==> src/rtl/pcs_pkg.sv <==
// shared constants of the precharge contactor sequencer
package pcs_pkg;

    // field widths
    localparam int REQ_W     = 2;
    localparam int MV_W      = 13;
    localparam int TEMP_W    = 8;
    localparam int MSUM_W    = 18;
    localparam int TIME_W    = 32;
    localparam int CPU_W     = 2;
    localparam int BUS_W     = 10;
    localparam int CANID_W   = 29;
    localparam int STATE_W   = 3;
    localparam int REPORT_W  = 2;
    localparam int PERIOD_W  = 16;
    localparam int PCT_W     = 7;
    localparam int CFG_IDX_W = 2;
    localparam int CFG_DAT_W = 29;

    // pack sum kept as whole volts plus leftover millivolts
    localparam int VOLT_W    = 12;
    localparam int REM_W     = 10;
    localparam int QEST_W    = 9;
    localparam int RECIP_W   = 19;
    localparam int RECIP_SH  = 28;
    localparam int PROD_W    = MSUM_W + RECIP_W;
    localparam logic [RECIP_W-1:0] SUM_RECIP = 19'd268435;   // floor(2^28 / 1000)
    localparam logic [MSUM_W-1:0]  MV_PER_V  = 18'd1000;
    localparam logic [VOLT_W-1:0]  SAT_VOLTS = 12'd2097;     // 2^21 - 1 = 2097 V + 151 mV
    localparam logic [REM_W-1:0]   SAT_REM   = 10'd151;
    localparam logic [6:0]         BUS_SCALE = 7'd100;

    // request codes
    localparam logic [REQ_W-1:0] REQ_REPORT = 2'd0;
    localparam logic [REQ_W-1:0] REQ_TICK   = 2'd1;
    localparam logic [REQ_W-1:0] REQ_CAN    = 2'd2;

    // vehicle link status codes
    localparam logic [CPU_W-1:0] CPU_OK      = 2'd0;
    localparam logic [CPU_W-1:0] CPU_LINK_LOST = 2'd1;

    // configuration register indexes
    localparam logic [CFG_IDX_W-1:0] CFG_TELEM_PERIOD = 2'd0;
    localparam logic [CFG_IDX_W-1:0] CFG_PRECHG_PCT   = 2'd1;
    localparam logic [CFG_IDX_W-1:0] CFG_MIN_START    = 2'd2;
    localparam logic [CFG_IDX_W-1:0] CFG_CHARGER_ID   = 2'd3;

    // configuration reset values
    localparam logic [PERIOD_W-1:0] RST_TELEM_PERIOD = 16'd500;
    localparam logic [PCT_W-1:0]    RST_PRECHG_PCT   = 7'd90;
    localparam logic [MV_W-1:0]     RST_MIN_START    = 13'd4200;
    localparam logic [CANID_W-1:0]  RST_CHARGER_ID   = 29'd419385575;

    // sequencer state codes
    localparam logic [STATE_W-1:0] ST_START      = 3'd0;
    localparam logic [STATE_W-1:0] ST_PRECHARGE  = 3'd1;
    localparam logic [STATE_W-1:0] ST_TRANSITION = 3'd2;
    localparam logic [STATE_W-1:0] ST_RUN        = 3'd3;
    localparam logic [STATE_W-1:0] ST_ERROR      = 3'd4;

    // vehicle report codes
    localparam logic [REPORT_W-1:0] RPT_DISCONNECTED = 2'd0;
    localparam logic [REPORT_W-1:0] RPT_PRECHARGE    = 2'd1;
    localparam logic [REPORT_W-1:0] RPT_POWER        = 2'd2;
    localparam logic [REPORT_W-1:0] RPT_ERROR        = 2'd3;

endpackage

==> src/rtl/precharge_contactor_sequencer_core.sv <==
// battery pack precharge contactor sequencer, top level
//
// One word is accepted per cycle on the input channel. Module reports update the round
// minimum cell voltage, maximum temperature and saturating pack sum; a CAN word whose id
// matches the charger id latches the charger flag; a control tick steps the sequencer
// (start, precharge, transition, run, error) and produces one result word, the other
// request types produce none. A word is captured in the input register (where the module
// sum is estimated in whole volts by a reciprocal multiply) and is applied to the state
// when it leaves that register, where a tick result is loaded into the output register
// that drives out_valid. Throughput is one word per cycle; while a result waits for
// out_ready, a following tick is held in the input register and in_ready stays low
// until the result is taken.
// Configuration writes take effect at once, except min_voltage_start, which seeds the
// next round.
module precharge_contactor_sequencer_core (
    input  logic                              clk,
    input  logic                              rst_n,
    // configuration
    input  logic                              cfg_we,
    input  logic [pcs_pkg::CFG_IDX_W-1:0]     cfg_index,
    input  logic [pcs_pkg::CFG_DAT_W-1:0]     cfg_data,
    // input channel
    input  logic                              in_valid,
    output logic                              in_ready,
    input  logic [pcs_pkg::REQ_W-1:0]         req_type,
    input  logic [pcs_pkg::MV_W-1:0]          module_min_v,
    input  logic [pcs_pkg::TEMP_W-1:0]        module_max_t,
    input  logic [pcs_pkg::MSUM_W-1:0]        module_sum_mv,
    input  logic [pcs_pkg::TIME_W-1:0]        time_ms,
    input  logic [pcs_pkg::CPU_W-1:0]         cpu_status,
    input  logic                              sdc_closed,
    input  logic [pcs_pkg::BUS_W-1:0]         dc_bus_v,
    input  logic [pcs_pkg::CANID_W-1:0]       can_id,
    // output channel
    output logic                              out_valid,
    input  logic                              out_ready,
    output logic [pcs_pkg::STATE_W-1:0]       fsm_state,
    output logic                              relay_air_neg,
    output logic                              relay_air_pos,
    output logic                              relay_precharge,
    output logic                              ams_ok,
    output logic [pcs_pkg::REPORT_W-1:0]      vehicle_report,
    output logic                              telemetry_send,
    output logic [pcs_pkg::MV_W-1:0]          telemetry_min_v,
    output logic [pcs_pkg::MV_W-1:0]          balance_target_v,
    output logic [pcs_pkg::TEMP_W-1:0]        pack_max_t
);
    import pcs_pkg::*;

    typedef enum logic [STATE_W-1:0] {
        S_START      = ST_START,
        S_PRECHARGE  = ST_PRECHARGE,
        S_TRANSITION = ST_TRANSITION,
        S_RUN        = ST_RUN,
        S_ERROR      = ST_ERROR
    } seq_t;

    // input stage registers
    logic                 in_valid_reg, in_valid_next;
    logic [REQ_W-1:0]     req_reg;
    logic [MV_W-1:0]      mod_min_reg;
    logic [TEMP_W-1:0]    mod_max_reg;
    logic [MSUM_W-1:0]    mod_sum_reg;
    logic [QEST_W-1:0]    qest_reg;
    logic [TIME_W-1:0]    time_reg;
    logic [CPU_W-1:0]     cpu_reg;
    logic                 sdc_reg;
    logic [BUS_W-1:0]     bus_reg;
    logic [CANID_W-1:0]   canid_reg;

    // configuration registers
    logic [PERIOD_W-1:0]  period_reg, period_next;
    logic [PCT_W-1:0]     pct_reg, pct_next;
    logic [MV_W-1:0]      min_start_reg, min_start_next;
    logic [CANID_W-1:0]   charger_id_reg, charger_id_next;

    // sequencer and round state
    seq_t                 state_reg, state_next;
    logic                 charger_reg, charger_next;
    logic [TIME_W-1:0]    last_tx_reg, last_tx_next;
    logic [MV_W-1:0]      rmin_reg, rmin_next;
    logic [TEMP_W-1:0]    rmax_reg, rmax_next;
    logic [VOLT_W-1:0]    volts_reg, volts_next;
    logic [REM_W-1:0]     rem_reg, rem_next;

    // output registers
    logic                 out_valid_reg, out_valid_next;
    logic [STATE_W-1:0]   o_state_reg, o_state_next;
    logic                 o_neg_reg, o_neg_next;
    logic                 o_pos_reg, o_pos_next;
    logic                 o_pre_reg, o_pre_next;
    logic [REPORT_W-1:0]  o_report_reg, o_report_next;
    logic                 o_send_reg, o_send_next;
    logic [MV_W-1:0]      o_min_reg, o_min_next;
    logic [TEMP_W-1:0]    o_max_reg, o_max_next;

    // handshake and datapath signals
    logic                 is_tick, out_free, b_fire, in_take;
    logic [PROD_W-1:0]    recip_prod;
    logic [MSUM_W-1:0]    qest_mv;
    logic [MSUM_W-1:0]    rs_full;
    logic [REM_W:0]       rs;
    logic [VOLT_W-1:0]    rem_sum;
    logic [QEST_W:0]      q_add;
    logic [REM_W-1:0]     rem_fix;
    logic [VOLT_W:0]      volts_sum;
    logic [VOLT_W+PCT_W-1:0] pack_pct;
    logic [BUS_W+6:0]     bus_pct;
    logic                 go_run;
    logic [TIME_W-1:0]    elapsed;
    logic                 tx_due;

    // flow control
    assign is_tick  = (req_reg == REQ_TICK);
    assign out_free = !out_valid_reg || out_ready;
    assign b_fire   = in_valid_reg && (!is_tick || out_free);
    assign in_ready = !in_valid_reg || b_fire;
    assign in_take  = in_valid && in_ready;

    // whole-volt estimate of the module sum, may be one low
    assign recip_prod = PROD_W'(module_sum_mv) * PROD_W'(SUM_RECIP);

    always_ff @(posedge clk)
    begin
        if (in_take)
        begin
            req_reg     <= req_type;
            mod_min_reg <= module_min_v;
            mod_max_reg <= module_max_t;
            mod_sum_reg <= module_sum_mv;
            qest_reg    <= recip_prod[RECIP_SH +: QEST_W];
            time_reg    <= time_ms;
            cpu_reg     <= cpu_status;
            sdc_reg     <= sdc_closed;
            bus_reg     <= dc_bus_v;
            canid_reg   <= can_id;
        end
    end

    // correct the estimate and add into volts and leftover millivolts
    assign qest_mv  = MSUM_W'(qest_reg) * MV_PER_V;
    assign rs_full  = mod_sum_reg - qest_mv;
    assign rs       = rs_full[REM_W:0];
    assign rem_sum  = VOLT_W'(rem_reg) + VOLT_W'(rs);

    always_comb
    begin
        if (rem_sum >= VOLT_W'(2) * VOLT_W'(MV_PER_V))
        begin
            q_add   = (QEST_W+1)'(qest_reg) + (QEST_W+1)'(2);
            rem_fix = REM_W'(rem_sum - VOLT_W'(2) * VOLT_W'(MV_PER_V));
        end
        else if (rem_sum >= VOLT_W'(MV_PER_V))
        begin
            q_add   = (QEST_W+1)'(qest_reg) + (QEST_W+1)'(1);
            rem_fix = REM_W'(rem_sum - VOLT_W'(MV_PER_V));
        end
        else
        begin
            q_add   = (QEST_W+1)'(qest_reg);
            rem_fix = REM_W'(rem_sum);
        end
    end

    assign volts_sum = (VOLT_W+1)'(volts_reg) + (VOLT_W+1)'(q_add);

    // precharge end test: pack volts times percent against bus volts times 100
    assign pack_pct = (VOLT_W+PCT_W)'(volts_reg) * (VOLT_W+PCT_W)'(pct_reg);
    assign bus_pct  = (BUS_W+7)'(bus_reg) * (BUS_W+7)'(BUS_SCALE);
    assign go_run   = pack_pct < (VOLT_W+PCT_W)'(bus_pct);

    // telemetry timer
    assign elapsed = time_reg - last_tx_reg;
    assign tx_due  = elapsed > TIME_W'(period_reg);

    // next state of config, sequencer, round and result
    always_comb
    begin
        period_next     = period_reg;
        pct_next        = pct_reg;
        min_start_next  = min_start_reg;
        charger_id_next = charger_id_reg;
        state_next      = state_reg;
        charger_next    = charger_reg;
        last_tx_next    = last_tx_reg;
        rmin_next       = rmin_reg;
        rmax_next       = rmax_reg;
        volts_next      = volts_reg;
        rem_next        = rem_reg;
        o_state_next    = o_state_reg;
        o_neg_next      = o_neg_reg;
        o_pos_next      = o_pos_reg;
        o_pre_next      = o_pre_reg;
        o_report_next   = o_report_reg;
        o_send_next     = o_send_reg;
        o_min_next      = o_min_reg;
        o_max_next      = o_max_reg;
        out_valid_next  = out_valid_reg && !out_ready;
        in_valid_next   = in_take || (in_valid_reg && !b_fire);

        // configuration write
        if (cfg_we)
        begin
            unique case (cfg_index)
                CFG_TELEM_PERIOD: period_next     = cfg_data[PERIOD_W-1:0];
                CFG_PRECHG_PCT:   pct_next        = cfg_data[PCT_W-1:0];
                CFG_MIN_START:    min_start_next  = cfg_data[MV_W-1:0];
                CFG_CHARGER_ID:   charger_id_next = cfg_data[CANID_W-1:0];
                default:          ;
            endcase
        end

        if (b_fire)
        begin
            unique case (req_reg)
                // module report
                REQ_REPORT:
                begin
                    if (mod_min_reg < rmin_reg)
                        rmin_next = mod_min_reg;
                    if (mod_max_reg > rmax_reg)
                        rmax_next = mod_max_reg;
                    if (volts_sum > (VOLT_W+1)'(SAT_VOLTS) ||
                        (volts_sum == (VOLT_W+1)'(SAT_VOLTS) && rem_fix > SAT_REM))
                    begin
                        volts_next = SAT_VOLTS;
                        rem_next   = SAT_REM;
                    end
                    else
                    begin
                        volts_next = volts_sum[VOLT_W-1:0];
                        rem_next   = rem_fix;
                    end
                end
                // charger detection
                REQ_CAN:
                begin
                    if (canid_reg == charger_id_reg)
                        charger_next = 1'b1;
                end
                // control tick
                REQ_TICK:
                begin
                    o_send_next = 1'b0;
                    if (tx_due)
                    begin
                        o_send_next  = !charger_reg;
                        last_tx_next = time_reg;
                    end
                    o_neg_next    = 1'b0;
                    o_pos_next    = 1'b0;
                    o_pre_next    = 1'b0;
                    o_report_next = RPT_ERROR;
                    unique case (state_reg)
                        S_START:
                        begin
                            o_report_next = RPT_DISCONNECTED;
                            if (cpu_reg != CPU_LINK_LOST)
                                state_next = S_PRECHARGE;
                        end
                        S_PRECHARGE:
                        begin
                            o_neg_next    = 1'b1;
                            o_pre_next    = 1'b1;
                            o_report_next = RPT_PRECHARGE;
                            if (cpu_reg == CPU_OK)
                                state_next = S_TRANSITION;
                            else if (cpu_reg == CPU_LINK_LOST)
                                state_next = S_ERROR;
                        end
                        S_TRANSITION:
                        begin
                            o_neg_next    = 1'b1;
                            o_pre_next    = 1'b1;
                            o_report_next = RPT_PRECHARGE;
                            if (go_run)
                                state_next = S_RUN;
                        end
                        S_RUN:
                        begin
                            o_neg_next    = 1'b1;
                            o_pos_next    = 1'b1;
                            o_pre_next    = 1'b1;
                            o_report_next = RPT_POWER;
                            if ((cpu_reg == CPU_LINK_LOST && charger_reg) || !sdc_reg)
                                state_next = S_ERROR;
                        end
                        default:
                        begin
                            state_next = S_ERROR;
                        end
                    endcase
                    o_state_next   = state_next;
                    o_min_next     = rmin_reg;
                    o_max_next     = rmax_reg;
                    out_valid_next = 1'b1;
                    // new round
                    rmin_next  = min_start_reg;
                    rmax_next  = '0;
                    volts_next = '0;
                    rem_next   = '0;
                end
                default: ;
            endcase
        end
    end

    // state and registered outputs
    always_ff @(posedge clk or negedge rst_n)
    begin
        if (!rst_n)
        begin
            in_valid_reg   <= 1'b0;
            period_reg     <= RST_TELEM_PERIOD;
            pct_reg        <= RST_PRECHG_PCT;
            min_start_reg  <= RST_MIN_START;
            charger_id_reg <= RST_CHARGER_ID;
            state_reg      <= S_START;
            charger_reg    <= 1'b0;
            last_tx_reg    <= '0;
            rmin_reg       <= RST_MIN_START;
            rmax_reg       <= '0;
            volts_reg      <= '0;
            rem_reg        <= '0;
            out_valid_reg  <= 1'b0;
            o_state_reg    <= ST_START;
            o_neg_reg      <= 1'b0;
            o_pos_reg      <= 1'b0;
            o_pre_reg      <= 1'b0;
            o_report_reg   <= RPT_DISCONNECTED;
            o_send_reg     <= 1'b0;
            o_min_reg      <= '0;
            o_max_reg      <= '0;
        end
        else
        begin
            in_valid_reg   <= in_valid_next;
            period_reg     <= period_next;
            pct_reg        <= pct_next;
            min_start_reg  <= min_start_next;
            charger_id_reg <= charger_id_next;
            state_reg      <= state_next;
            charger_reg    <= charger_next;
            last_tx_reg    <= last_tx_next;
            rmin_reg       <= rmin_next;
            rmax_reg       <= rmax_next;
            volts_reg      <= volts_next;
            rem_reg        <= rem_next;
            out_valid_reg  <= out_valid_next;
            o_state_reg    <= o_state_next;
            o_neg_reg      <= o_neg_next;
            o_pos_reg      <= o_pos_next;
            o_pre_reg      <= o_pre_next;
            o_report_reg   <= o_report_next;
            o_send_reg     <= o_send_next;
            o_min_reg      <= o_min_next;
            o_max_reg      <= o_max_next;
        end
    end

    // result word
    assign out_valid        = out_valid_reg;
    assign fsm_state        = o_state_reg;
    assign relay_air_neg    = o_neg_reg;
    assign relay_air_pos    = o_pos_reg;
    assign relay_precharge  = o_pre_reg;
    assign ams_ok           = o_neg_reg;
    assign vehicle_report   = o_report_reg;
    assign telemetry_send   = o_send_reg;
    assign telemetry_min_v  = o_min_reg;
    assign balance_target_v = o_min_reg;
    assign pack_max_t       = o_max_reg;

endmodule

==> config.mk <==
export PLATFORM = sky130hd
export DESIGN_NAME = precharge_contactor_sequencer_core
export DESIGN_NICKNAME = d
export VERILOG_FILES = /design/src/rtl/pcs_pkg.sv /design/src/rtl/precharge_contactor_sequencer_core.sv
export SDC_FILE = /design/constraint.sdc
export NUM_CORES = 1
export LEC_CHECK = 0
export ABC_AREA = 0
export BUFFER_PORTS_ARGS = -buffer_cell sky130_fd_sc_hd__buf_4
export CAP_MARGIN = 0
export CORE_AREA = 2 2 175 305
export CTS_CLUSTER_DIAMETER = 150
export DETAILED_ROUTE_END_ITERATION = 10
export DIE_AREA = 0 0 177 307
export PLACE_DENSITY = 0.6
export REMOVE_ABC_BUFFERS = 1
export SLEW_MARGIN = 20
export SYNTH_ARGS = -nofsm -noshare
export SYNTH_HDL_FRONTEND = slang
export SYNTH_SLANG_ARGS = --single-unit
==> constraint.sdc <==
create_clock -name clk -period 24.9 [get_ports clk]
set_input_delay 4.98 -clock clk [delete_from_list [all_inputs] [get_ports clk]]
set_output_delay 4.98 -clock clk [all_outputs]
set_load 0.005 [all_outputs]
-- Word-level counts from Yosys, hierarchy flattened
Index checks and enable logic that the tools add are counted.
- input bits: 151
- word-level logic and storage cells: 128
- output and inout bits: 46
- register bits: 289
- multiplexer cells: 24
- $add $sub $neg: 8
- multiply operators: 4
- $lt $le $gt $ge: 8
- reduce and logical (&&, ||, !) cells: 37
- eq/ne operators: 18
- operators with widths (kind ; count):
    $mux W10 ; 5
    $mul A18 B19 Y37 const B ; 1
    $gt A32 B16 Y1 ; 1
    $sub A32 B32 Y32 ; 1
    $eq A29 B29 Y1 ; 1
    $pmux W13 S2 ; 1
    $pmux W12 S2 ; 1
    $pmux W10 S2 ; 1
    $sub A10 B10 Y10 const B ; 2
    $lt A19 B17 Y1 ; 1
    $mul A12 B7 Y19 ; 1
    $pmux W8 S2 ; 1
    $mul A10 B5 Y15 const B ; 1
    $mux W3 ; 5
    $add A12 B10 Y13 ; 1
    $eq A13 B12 Y1 const B ; 1
    $gt A13 B12 Y1 const B ; 1
    $lt A13 B13 Y1 ; 1
    $mux W13 ; 1
    $add A10 B11 Y12 ; 1
    $ge A12 B10 Y1 const B ; 1
    $ge A12 B11 Y1 const B ; 1
    $mux W12 ; 1
    $pmux W3 S4 ; 1
    other kinds (27) ; 66

-- Logic depth before layout (Yosys ltp)
Gate-level depths: netlist of run 1.
- depth in word-level cells: 12
- gate-level depth with buffers: 38
- depth with buffers taken out: 37

-- Least setup slack after synthesis of run 1
OpenSTA, ideal clock, no wires.
- path kind: input to output
- from: input out_ready
- to: output in_ready
- data required time: 19.920 ns
- arrival: 5.290 ns
- stages: 2
- path buffers: 0
- path slack: 14.630 ns
- path through: nor2b_1 > nand3_1
- word-level cells in the longest chain between the ends: 4
- RTL lines (what ; line ; text):
    start: declaration ; precharge_contactor_sequencer_core.sv:36 ; input logic out_ready,
    $logic_or A1 B1 Y1 ; precharge_contactor_sequencer_core.sv:115 ; assign out_free = !out_valid_reg || out_ready;
    $logic_or A1 B1 Y1 ; precharge_contactor_sequencer_core.sv:116 ; assign b_fire = in_valid_reg && (!is_tick || out_free);
    $logic_and A1 B1 Y1 ; precharge_contactor_sequencer_core.sv:116 ;
    $logic_or A1 B1 Y1 ; precharge_contactor_sequencer_core.sv:117 ; assign in_ready = !in_valid_reg || b_fire;
    end: declaration ; precharge_contactor_sequencer_core.sv:24 ; output logic in_ready,
No other way between the ends.

-- Worst setup path after layout of run 1
Ends and elaborated chain as after synthesis.

==> impl_metrics.ini, run 1 <==
[routing]
totalWireLength_um = 55100
remaining_drc_errors = 0
ant_nets = 0
wl_per_cell_um = 18.0
viasPerCell = 5.28
drt-initial-drc-count = 645
dr.pass1.iters = 5
dr_total_vias = 16150

[sta]
setup_viol = 0
maxSlewViolCount = 0
fin_crit_ns = 10.69
relSlewSlack = 0.369
fmax_ghz = 0.0935
finalClockSkew_ns = 0.0174
rsz0062_at_grt = false
worst_pin_slew_ns = 0.947
holdWs_ns = 0.481
hold_violations = 0
setup_tns_ns = 0
min_period_over_period = 0.430

[synth]
synthTopCellsByArea = ha_1 19%, edfxtp_1 15%, dfrtp_1 15%
syn_area_per_cell_um2 = 10.6
ys_ff_latch = 289
synthCells = 2182
synth_edf_count = 117
synth_ff_type = dfrtp_1
async_reset_ff_frac = 0.595
synth_area_mm2 = 0.0231
synth_seq_area_share = 0.340
synth_top_cell_area_share = 0.185
synth_largest_area_cell = ha_1
yosys_warnings = 0
post_synth_num_cell_types = 88

[critical_path]
critPathMaxStageDelay_ns = 0.27
worst_setup_path_start_kind = input pin
crit_required_ns = 19.92
crit_path_end_kind = output pin
critPathMaxFanout = 4
worst-r2r-cell-count = 35
critPathKind = input pin to output pin
crit_chain = buf_4 -> nor2b_1 -> nand3_1 -> buf_4
critPathSlowestCell = nor2b_1
worst_path_most_repeated_cell = buf_4
crit_arrival_ns = 5.71

[clocking]
cts-root-buf = clkbuf_16
cts_tree = done
clk_pin_slew_ns = 0.06
ctsResizeCount = 0
cts-hold-fix-buffers = 0
cts-htree-levels = 1
cts_setup_buffers = 0
cts_buffers = 30
cts_num_sinks = 289
clock_path_buffers = 3
clock_latency_ns = 0.60

[finish]
fillers = 4804
drive_gt1_frac = 0.169
num-nets-final = 2973
area_delta_synth_final_pct = 13.7

[min_path]
min_path_type = register to register
min_path_cells = 2

[grt]
antenna_found_initial = 3
grt-ovfl-total = 0
grtUsageTotal = 0.207
grt_pass1_wl_um = 88600
grt_max_degree = 105
grt_pass1_vias = 17448

[die]
die-area_mm2 = 0.0543
pin_count = 197
die_w_um = 177
die_h_um = 307
num_rows = 111
fp.coreArea_mm2 = 0.0521
start_util = 0.444

[place]
io_buffers = 196
gp_congestion = 0.883
dp_hpwl_um = 44000

[outcome]
status = finished clean

[run]
maxCapViolCount = 0
cells in the mapped netlist (41+ instances only):
cell and instances:
dfrtp_1 136, xnor2_1 77, a21o_1 56, a21oi_1 100, o21ai_0 105, ha_1 342, fa_1 122, nor2_1 59
nand2_1 156, clkbuf_1 41, mux2_2 74, xor2_1 43, inv_1 343, edfxtp_1 117
cells by family after synthesis:
kind of cell / Yosys count / synth area share
buffers and inverters: 404 / 0.0686
flip-flops: 289 / 0.340
multiplexers: 116 / 0.0552
adder cells (fa/ha/maj): 464 / 0.291
AO/OA/AOI/OAI: 404 / 0.117
AND/OR/NAND/NOR: 382 / 0.0800
XOR/XNOR: 123 / 0.0479
area by class of cell:
cell class	count	area [um^2]	area share
inverters	343	1290	0.0490
flip-flops and latches	289	7860	0.299
well taps	678	848	0.0323
multi-input cells	1489	13700	0.521
diodes	1	2.50	0.0000953
clock buffers	34	787	0.0300
repair buffers	205	1550	0.0588
clock inverters	22	240	0.00915
per-stage QoR:
| step | instances | instance area [um^2] | util | setup WS [ns] |
|---|---|---|---|---|
| finish | 3061 | 26300 | 0.504 | 14.21 |
| global route | 3061 | 26300 | 0.504 | 14.16 |
| CTS | 3060 | 26300 | 0.504 | 14.23 |
| detailed placement | 3004 | 25200 | 0.484 | 14.23 |
| global placement | 3004 | 25200 | 0.484 | 14.31 |
| floorplan | 2121 | 22800 | - | 14.63 |
critical path, delay by kind of cell:
| kind | cells | cell delay [ns] |
|---|---|---|
| buf+inv | 2 | 0.28 |
| simple gates | 2 | 0.45 |
cell usage in the layout, fill, tap and decap left out, types with 7 or more instances in the layout:
| cell type | count |
|---|---|
| nor4_1 | 8 |
| o21ai_1 | 8 |
| and2_1 | 27 |
| o31ai_2 | 7 |
| nor2_1 | 59 |
| o21ai_0 | 105 |
| dfstp_2 | 36 |
| inv_1 | 343 |
| o21bai_1 | 15 |
| or2_2 | 9 |
| nand2b_1 | 15 |
| clkbuf_16 | 31 |
| nand4_1 | 14 |
| a21o_1 | 56 |
| nand2_1 | 155 |
| xnor2_1 | 77 |
| mux2_1 | 14 |
| mux2_2 | 74 |
| nand3_1 | 20 |
| fa_1 | 122 |
| buf_4 | 204 |
| nor3_1 | 21 |
| nor2b_1 | 18 |
| a211oi_1 | 9 |
| a211o_1 | 7 |
| a21oi_1 | 100 |
| o31ai_1 | 11 |
| mux2i_1 | 27 |
| dfrtp_1 | 136 |
| a22o_1 | 13 |
| xor2_1 | 43 |
| ha_1 | 342 |
| o21a_1 | 13 |
| edfxtp_1 | 117 |
| clkinv_2 | 7 |
layer usage:
layer  vias up  global-route usage  wire (um)
met4         2              0.0771       2140
li1       7790                   -          -
met3       115              0.0226       2010
met1      7930               0.222      20700
met5         -                   0         13
met2       313               0.405      30200
final timing paths:
kind / slack, ns / to / from
max reg2reg: 15.04 / volts_reg[3] / qest_reg[0]
max in group asynchronous: 18.89 / period_reg[10] / rst_n
min reg2reg: 0.48 / pack_max_t[2] / pack_max_t[2]
min: 0.48 / pack_max_t[2] / pack_max_t[2]
min in group asynchronous: 4.46 / balance_target_v[1] / rst_n
max: 14.21 / in_ready / out_ready
Power of run 1 is not shown: default switching activity piles up to over one toggle a cycle in this logic, so the estimate is an artifact.
==> run 2: changes to the inputs <==
Settings changed: PLACE_DENSITY 0.6 to 0.63.
Clock period 24.9 ns to 9.4 ns, I/O delays scaled along.
==> impl_metrics.ini, run 2 (synthesis gave the netlist of run 1 again) <==
[outcome]
status = finished clean

[die]
die-area_mm2 = 0.0543
start_util = 0.444
fp.coreArea_mm2 = 0.0521
die_w_um = 177
die_h_um = 307
num_rows = 111
pin_count = 197

[routing]
viasPerCell = 5.28
wl_per_cell_um = 17.6
dr.pass1.iters = 7
remaining_drc_errors = 0
totalWireLength_um = 54200
ant_nets = 0
dr_total_vias = 16219
drt-initial-drc-count = 562

[grt]
grtUsageTotal = 0.206
grt_pass1_wl_um = 89100
grt_pass1_vias = 17536
grt-ovfl-total = 0
antenna_found_initial = 3
grt_max_degree = 96

[critical_path]
crit_path_end_kind = register
crit_arrival_ns = 9.35
critPathSlowestCell = fa_1
crit_required_ns = 9.90
r2r-start = qest_reg[1]
critPathMaxStageDelay_ns = 0.59
startpoint = qest_reg[1]
timing.critical_path.buf_inv = 5
critPathMaxFanout = 12
worst_setup_path_start_kind = register
critPathKind = register to register
crit_family = adder cells

[sta]
min_period_over_period = 0.942
worst_pin_slew_ns = 1.03
setup_viol = 0
rsz0062_at_grt = false
fin_crit_ns = 8.85
fmax_ghz = 0.113
relSlewSlack = 0.311
finalClockSkew_ns = 0.0110
maxSlewViolCount = 0
hold_violations = 0
holdWs_ns = 0.482

[clocking]
cts_buffers = 31
cts-root-buf = clkbuf_16
cts-htree-levels = 1
cts_num_sinks = 289
cts_tree = done
clock_path_buffers = 3
cts-hold-fix-buffers = 0
clk_pin_slew_ns = 0.06
clock_latency_ns = 0.60

[place]
placed_cell_area_mm2 = 0.0253
gp_congestion = 0.892
dp_hpwl_um = 43100
io_buffers = 196

[finish]
final_common_cell = inv_1
drive_gt1_frac = 0.175
num-nets-final = 2979
stdcell_area_mm2 = 0.0264
final_cell_mix = 343 x inv_1, 342 x ha_1, 207 x buf_4
area_delta_synth_final_pct = 14.3

[run]
maxCapViolCount = 0

[min_path]
min_path_type = register to register
hp-start = pack_max_t[1]
[run 2: final timing paths]
| path | to | slack [ns] | cells after the start |
|---|---|---|---|
| max reg2reg | volts_reg[3] | 0.55 | 35 |
| min | pack_max_t[1] | 0.48 | 2 |
| max | volts_reg[3] | 0.55 | 35 |
| min in group asynchronous | balance_target_v[11] | 1.39 | 1 |
| min reg2reg | pack_max_t[1] | 0.48 | 2 |
| max in group asynchronous | volts_reg[3] | 6.65 | 2 |
[run 2: final cells by class]
cell class / count / area, um^2
Sequential cell: 289 / 7860
Tap cell: 678 / 848
Fill cell: 4675 / 25700
Clock buffer: 42 / 898
Clock inverter: 16 / 181
Antenna cell: 2 / 5.00
Multi-Input combinational cell: 1489 / 13700
Timing Repair Buffer: 210 / 1600
Inverter: 343 / 1290
[run 2: worst register-to-register path, delay by kind of cell, from the launching register on]
kind                     cells  cell delay, ns
flip-flops                   1            0.51
multiplexers                 1            0.17
AO/OA/AOI/OAI                9            1.78
AND/OR/NAND/NOR              7            1.51
XOR/XNOR                     4            0.83
buffers and inverters        5            0.29
adder cells (fa/ha/maj)      9            3.66
[run 2: timing repair]
action	CTS	global route
pin swaps	0	1
gates resized for setup	1	7
setup buffers	0	3
setup endpoints to repair	2	22
[run 2: stage by stage]
step	setup TNS (ns)	util	instances	setup slack (ns)
finish	0	0.507	3069	0.547
global placement	0	0.485	3005	0.221
detailed placement	-0.00425	0.485	3006	-0.00425
floorplan	0	-	2121	0.975
global route	0	0.507	3068	0.0178
CTS	0	0.506	3064	0.0829
[run 2: layer usage]
layer	up-vias	wire length (um)	track usage
li1	7828	-	-
met1	7957	20300	0.221
met2	325	29800	0.403
met3	107	2150	0.0270
met4	2	1840	0.0694
met5	-	14	0
Power of run 2 is left out for the same reason.
==> run 3: changes to the inputs <==
Settings changed: PLACE_DENSITY 0.63 to 0.6.
Clock period 9.4 ns to 10.97 ns, I/O delays scaled along.
==> impl_metrics.ini, run 3 (synthesis gave the netlist of run 1 again) <==
[outcome]
status = finished clean

[routing]
wl_per_cell_um = 17.9
dr.pass1.iters = 5
ant_nets = 0
dr_total_vias = 16233
drt-initial-drc-count = 583
viasPerCell = 5.31
totalWireLength_um = 54800
remaining_drc_errors = 0

[sta]
setup_tns_ns = 0
min_period_over_period = 0.873
worst_pin_slew_ns = 0.999
hold_violations = 0
finalClockSkew_ns = 0.0154
fmax_ghz = 0.104
rsz0062_at_grt = false
setup_viol = 0
relSlewSlack = 0.334
fin_crit_ns = 9.58
maxSlewViolCount = 0

[finish]
final_cell_mix = 343 x inv_1, 342 x ha_1, 201 x buf_4
area_delta_synth_final_pct = 13.5
num-nets-final = 2972
drive_gt1_frac = 0.168
final_common_cell = inv_1
diodes = 0

[grt]
grt-ovfl-total = 0
grt_max_degree = 101
grt_pass1_vias = 17331
grtUsageTotal = 0.205
antenna_found_initial = 0
grt_pass1_wl_um = 88300

[clocking]
cts_buffers = 30
clk_pin_slew_ns = 0.06
cts-htree-levels = 1
cts_num_sinks = 289
cts-root-buf = clkbuf_16
cts-hold-fix-buffers = 0
clock_latency_ns = 0.59
cts_setup_buffers = 0
clock_path_buffers = 3
cts_tree = done
ctsResizeCount = 0

[critical_path]
crit_arrival_ns = 10.08
crit_path_end_kind = register
critPathMaxFanout = 12
critPathSlowestCell = fa_1
worst_setup_path_start_kind = register
crit_required_ns = 11.46
critPathKind = register to register
critPathMaxStageDelay_ns = 0.61

[die]
start_util = 0.444
die_w_um = 177
pin_count = 197
die-area_mm2 = 0.0543
die_h_um = 307
num_rows = 111
fp.coreArea_mm2 = 0.0521

[place]
io_buffers = 196
gp_congestion = 0.887
dp_hpwl_um = 43900

[run]
maxCapViolCount = 0

[min_path]
min_path_type = register to register
## run 3: cell types whose count changed in the layout (fill, tap and decap cells not counted), sizes merged
cell / change
diode: -2
buf: -6
inv: -2
clkinvlp: +2
clkbuf: -4
clkinv: +3
bufinv: -1
## run 3: cell type report
class	instances	area (um^2)
clock inverter	18	183
inverter	343	1290
clock buffer	38	801
tap	678	848
multi-input combinational	1489	13700
fill	4767	25900
sequential	289	7860
timing repair buffer	204	1560
## run 3: critical path: cells and delay by family (launching register included)
family	cells	cell delay, ns
adders and majority gates	9	3.70
AOI/OAI and AO/OA	9	2.35
and+or+nand+nor	7	1.78
xor gates and xnor gates	4	0.85
DFF	1	0.53
buffers and inverters	5	0.30
## run 3: through the flow
stage	util	instance area (um^2)	hold WS, ns	std cells	worst slack [ns]
after floorplan	-	22800	0.450	2121	2.55
after global placement	0.484	25200	0.463	3002	1.60
after detailed placement	0.485	25200	0.476	3003	1.35
after CTS	0.504	26200	0.489	3059	1.34
after global routing	0.504	26200	0.500	3059	0.705
final	0.504	26200	0.485	3059	1.39
## run 3: final timing paths
path | from | to | slack, ns | cells after the start
max | qest_reg[0] | volts_reg[3] | 1.39 | 34
min | last_tx_reg[14] | last_tx_reg[14] | 0.48 | 1
min reg2reg | last_tx_reg[14] | last_tx_reg[14] | 0.48 | 1
min in group asynchronous | rst_n | balance_target_v[0] | 1.72 | 1
max in group asynchronous | rst_n | last_tx_reg[17] | 7.92 | 2
max reg2reg | qest_reg[0] | volts_reg[3] | 1.39 | 34
## run 3: per-layer routing
layer | global-route usage | wire length (um) | vias up
li1 | - | - | 7807
met1 | 0.219 | 20900 | 8022
met2 | 0.408 | 30500 | 299
met3 | 0.0202 | 1600 | 105
met4 | 0.0677 | 1800 | 0
met5 | 0 | 0 | -
Power of run 3 is left out for the same reason.
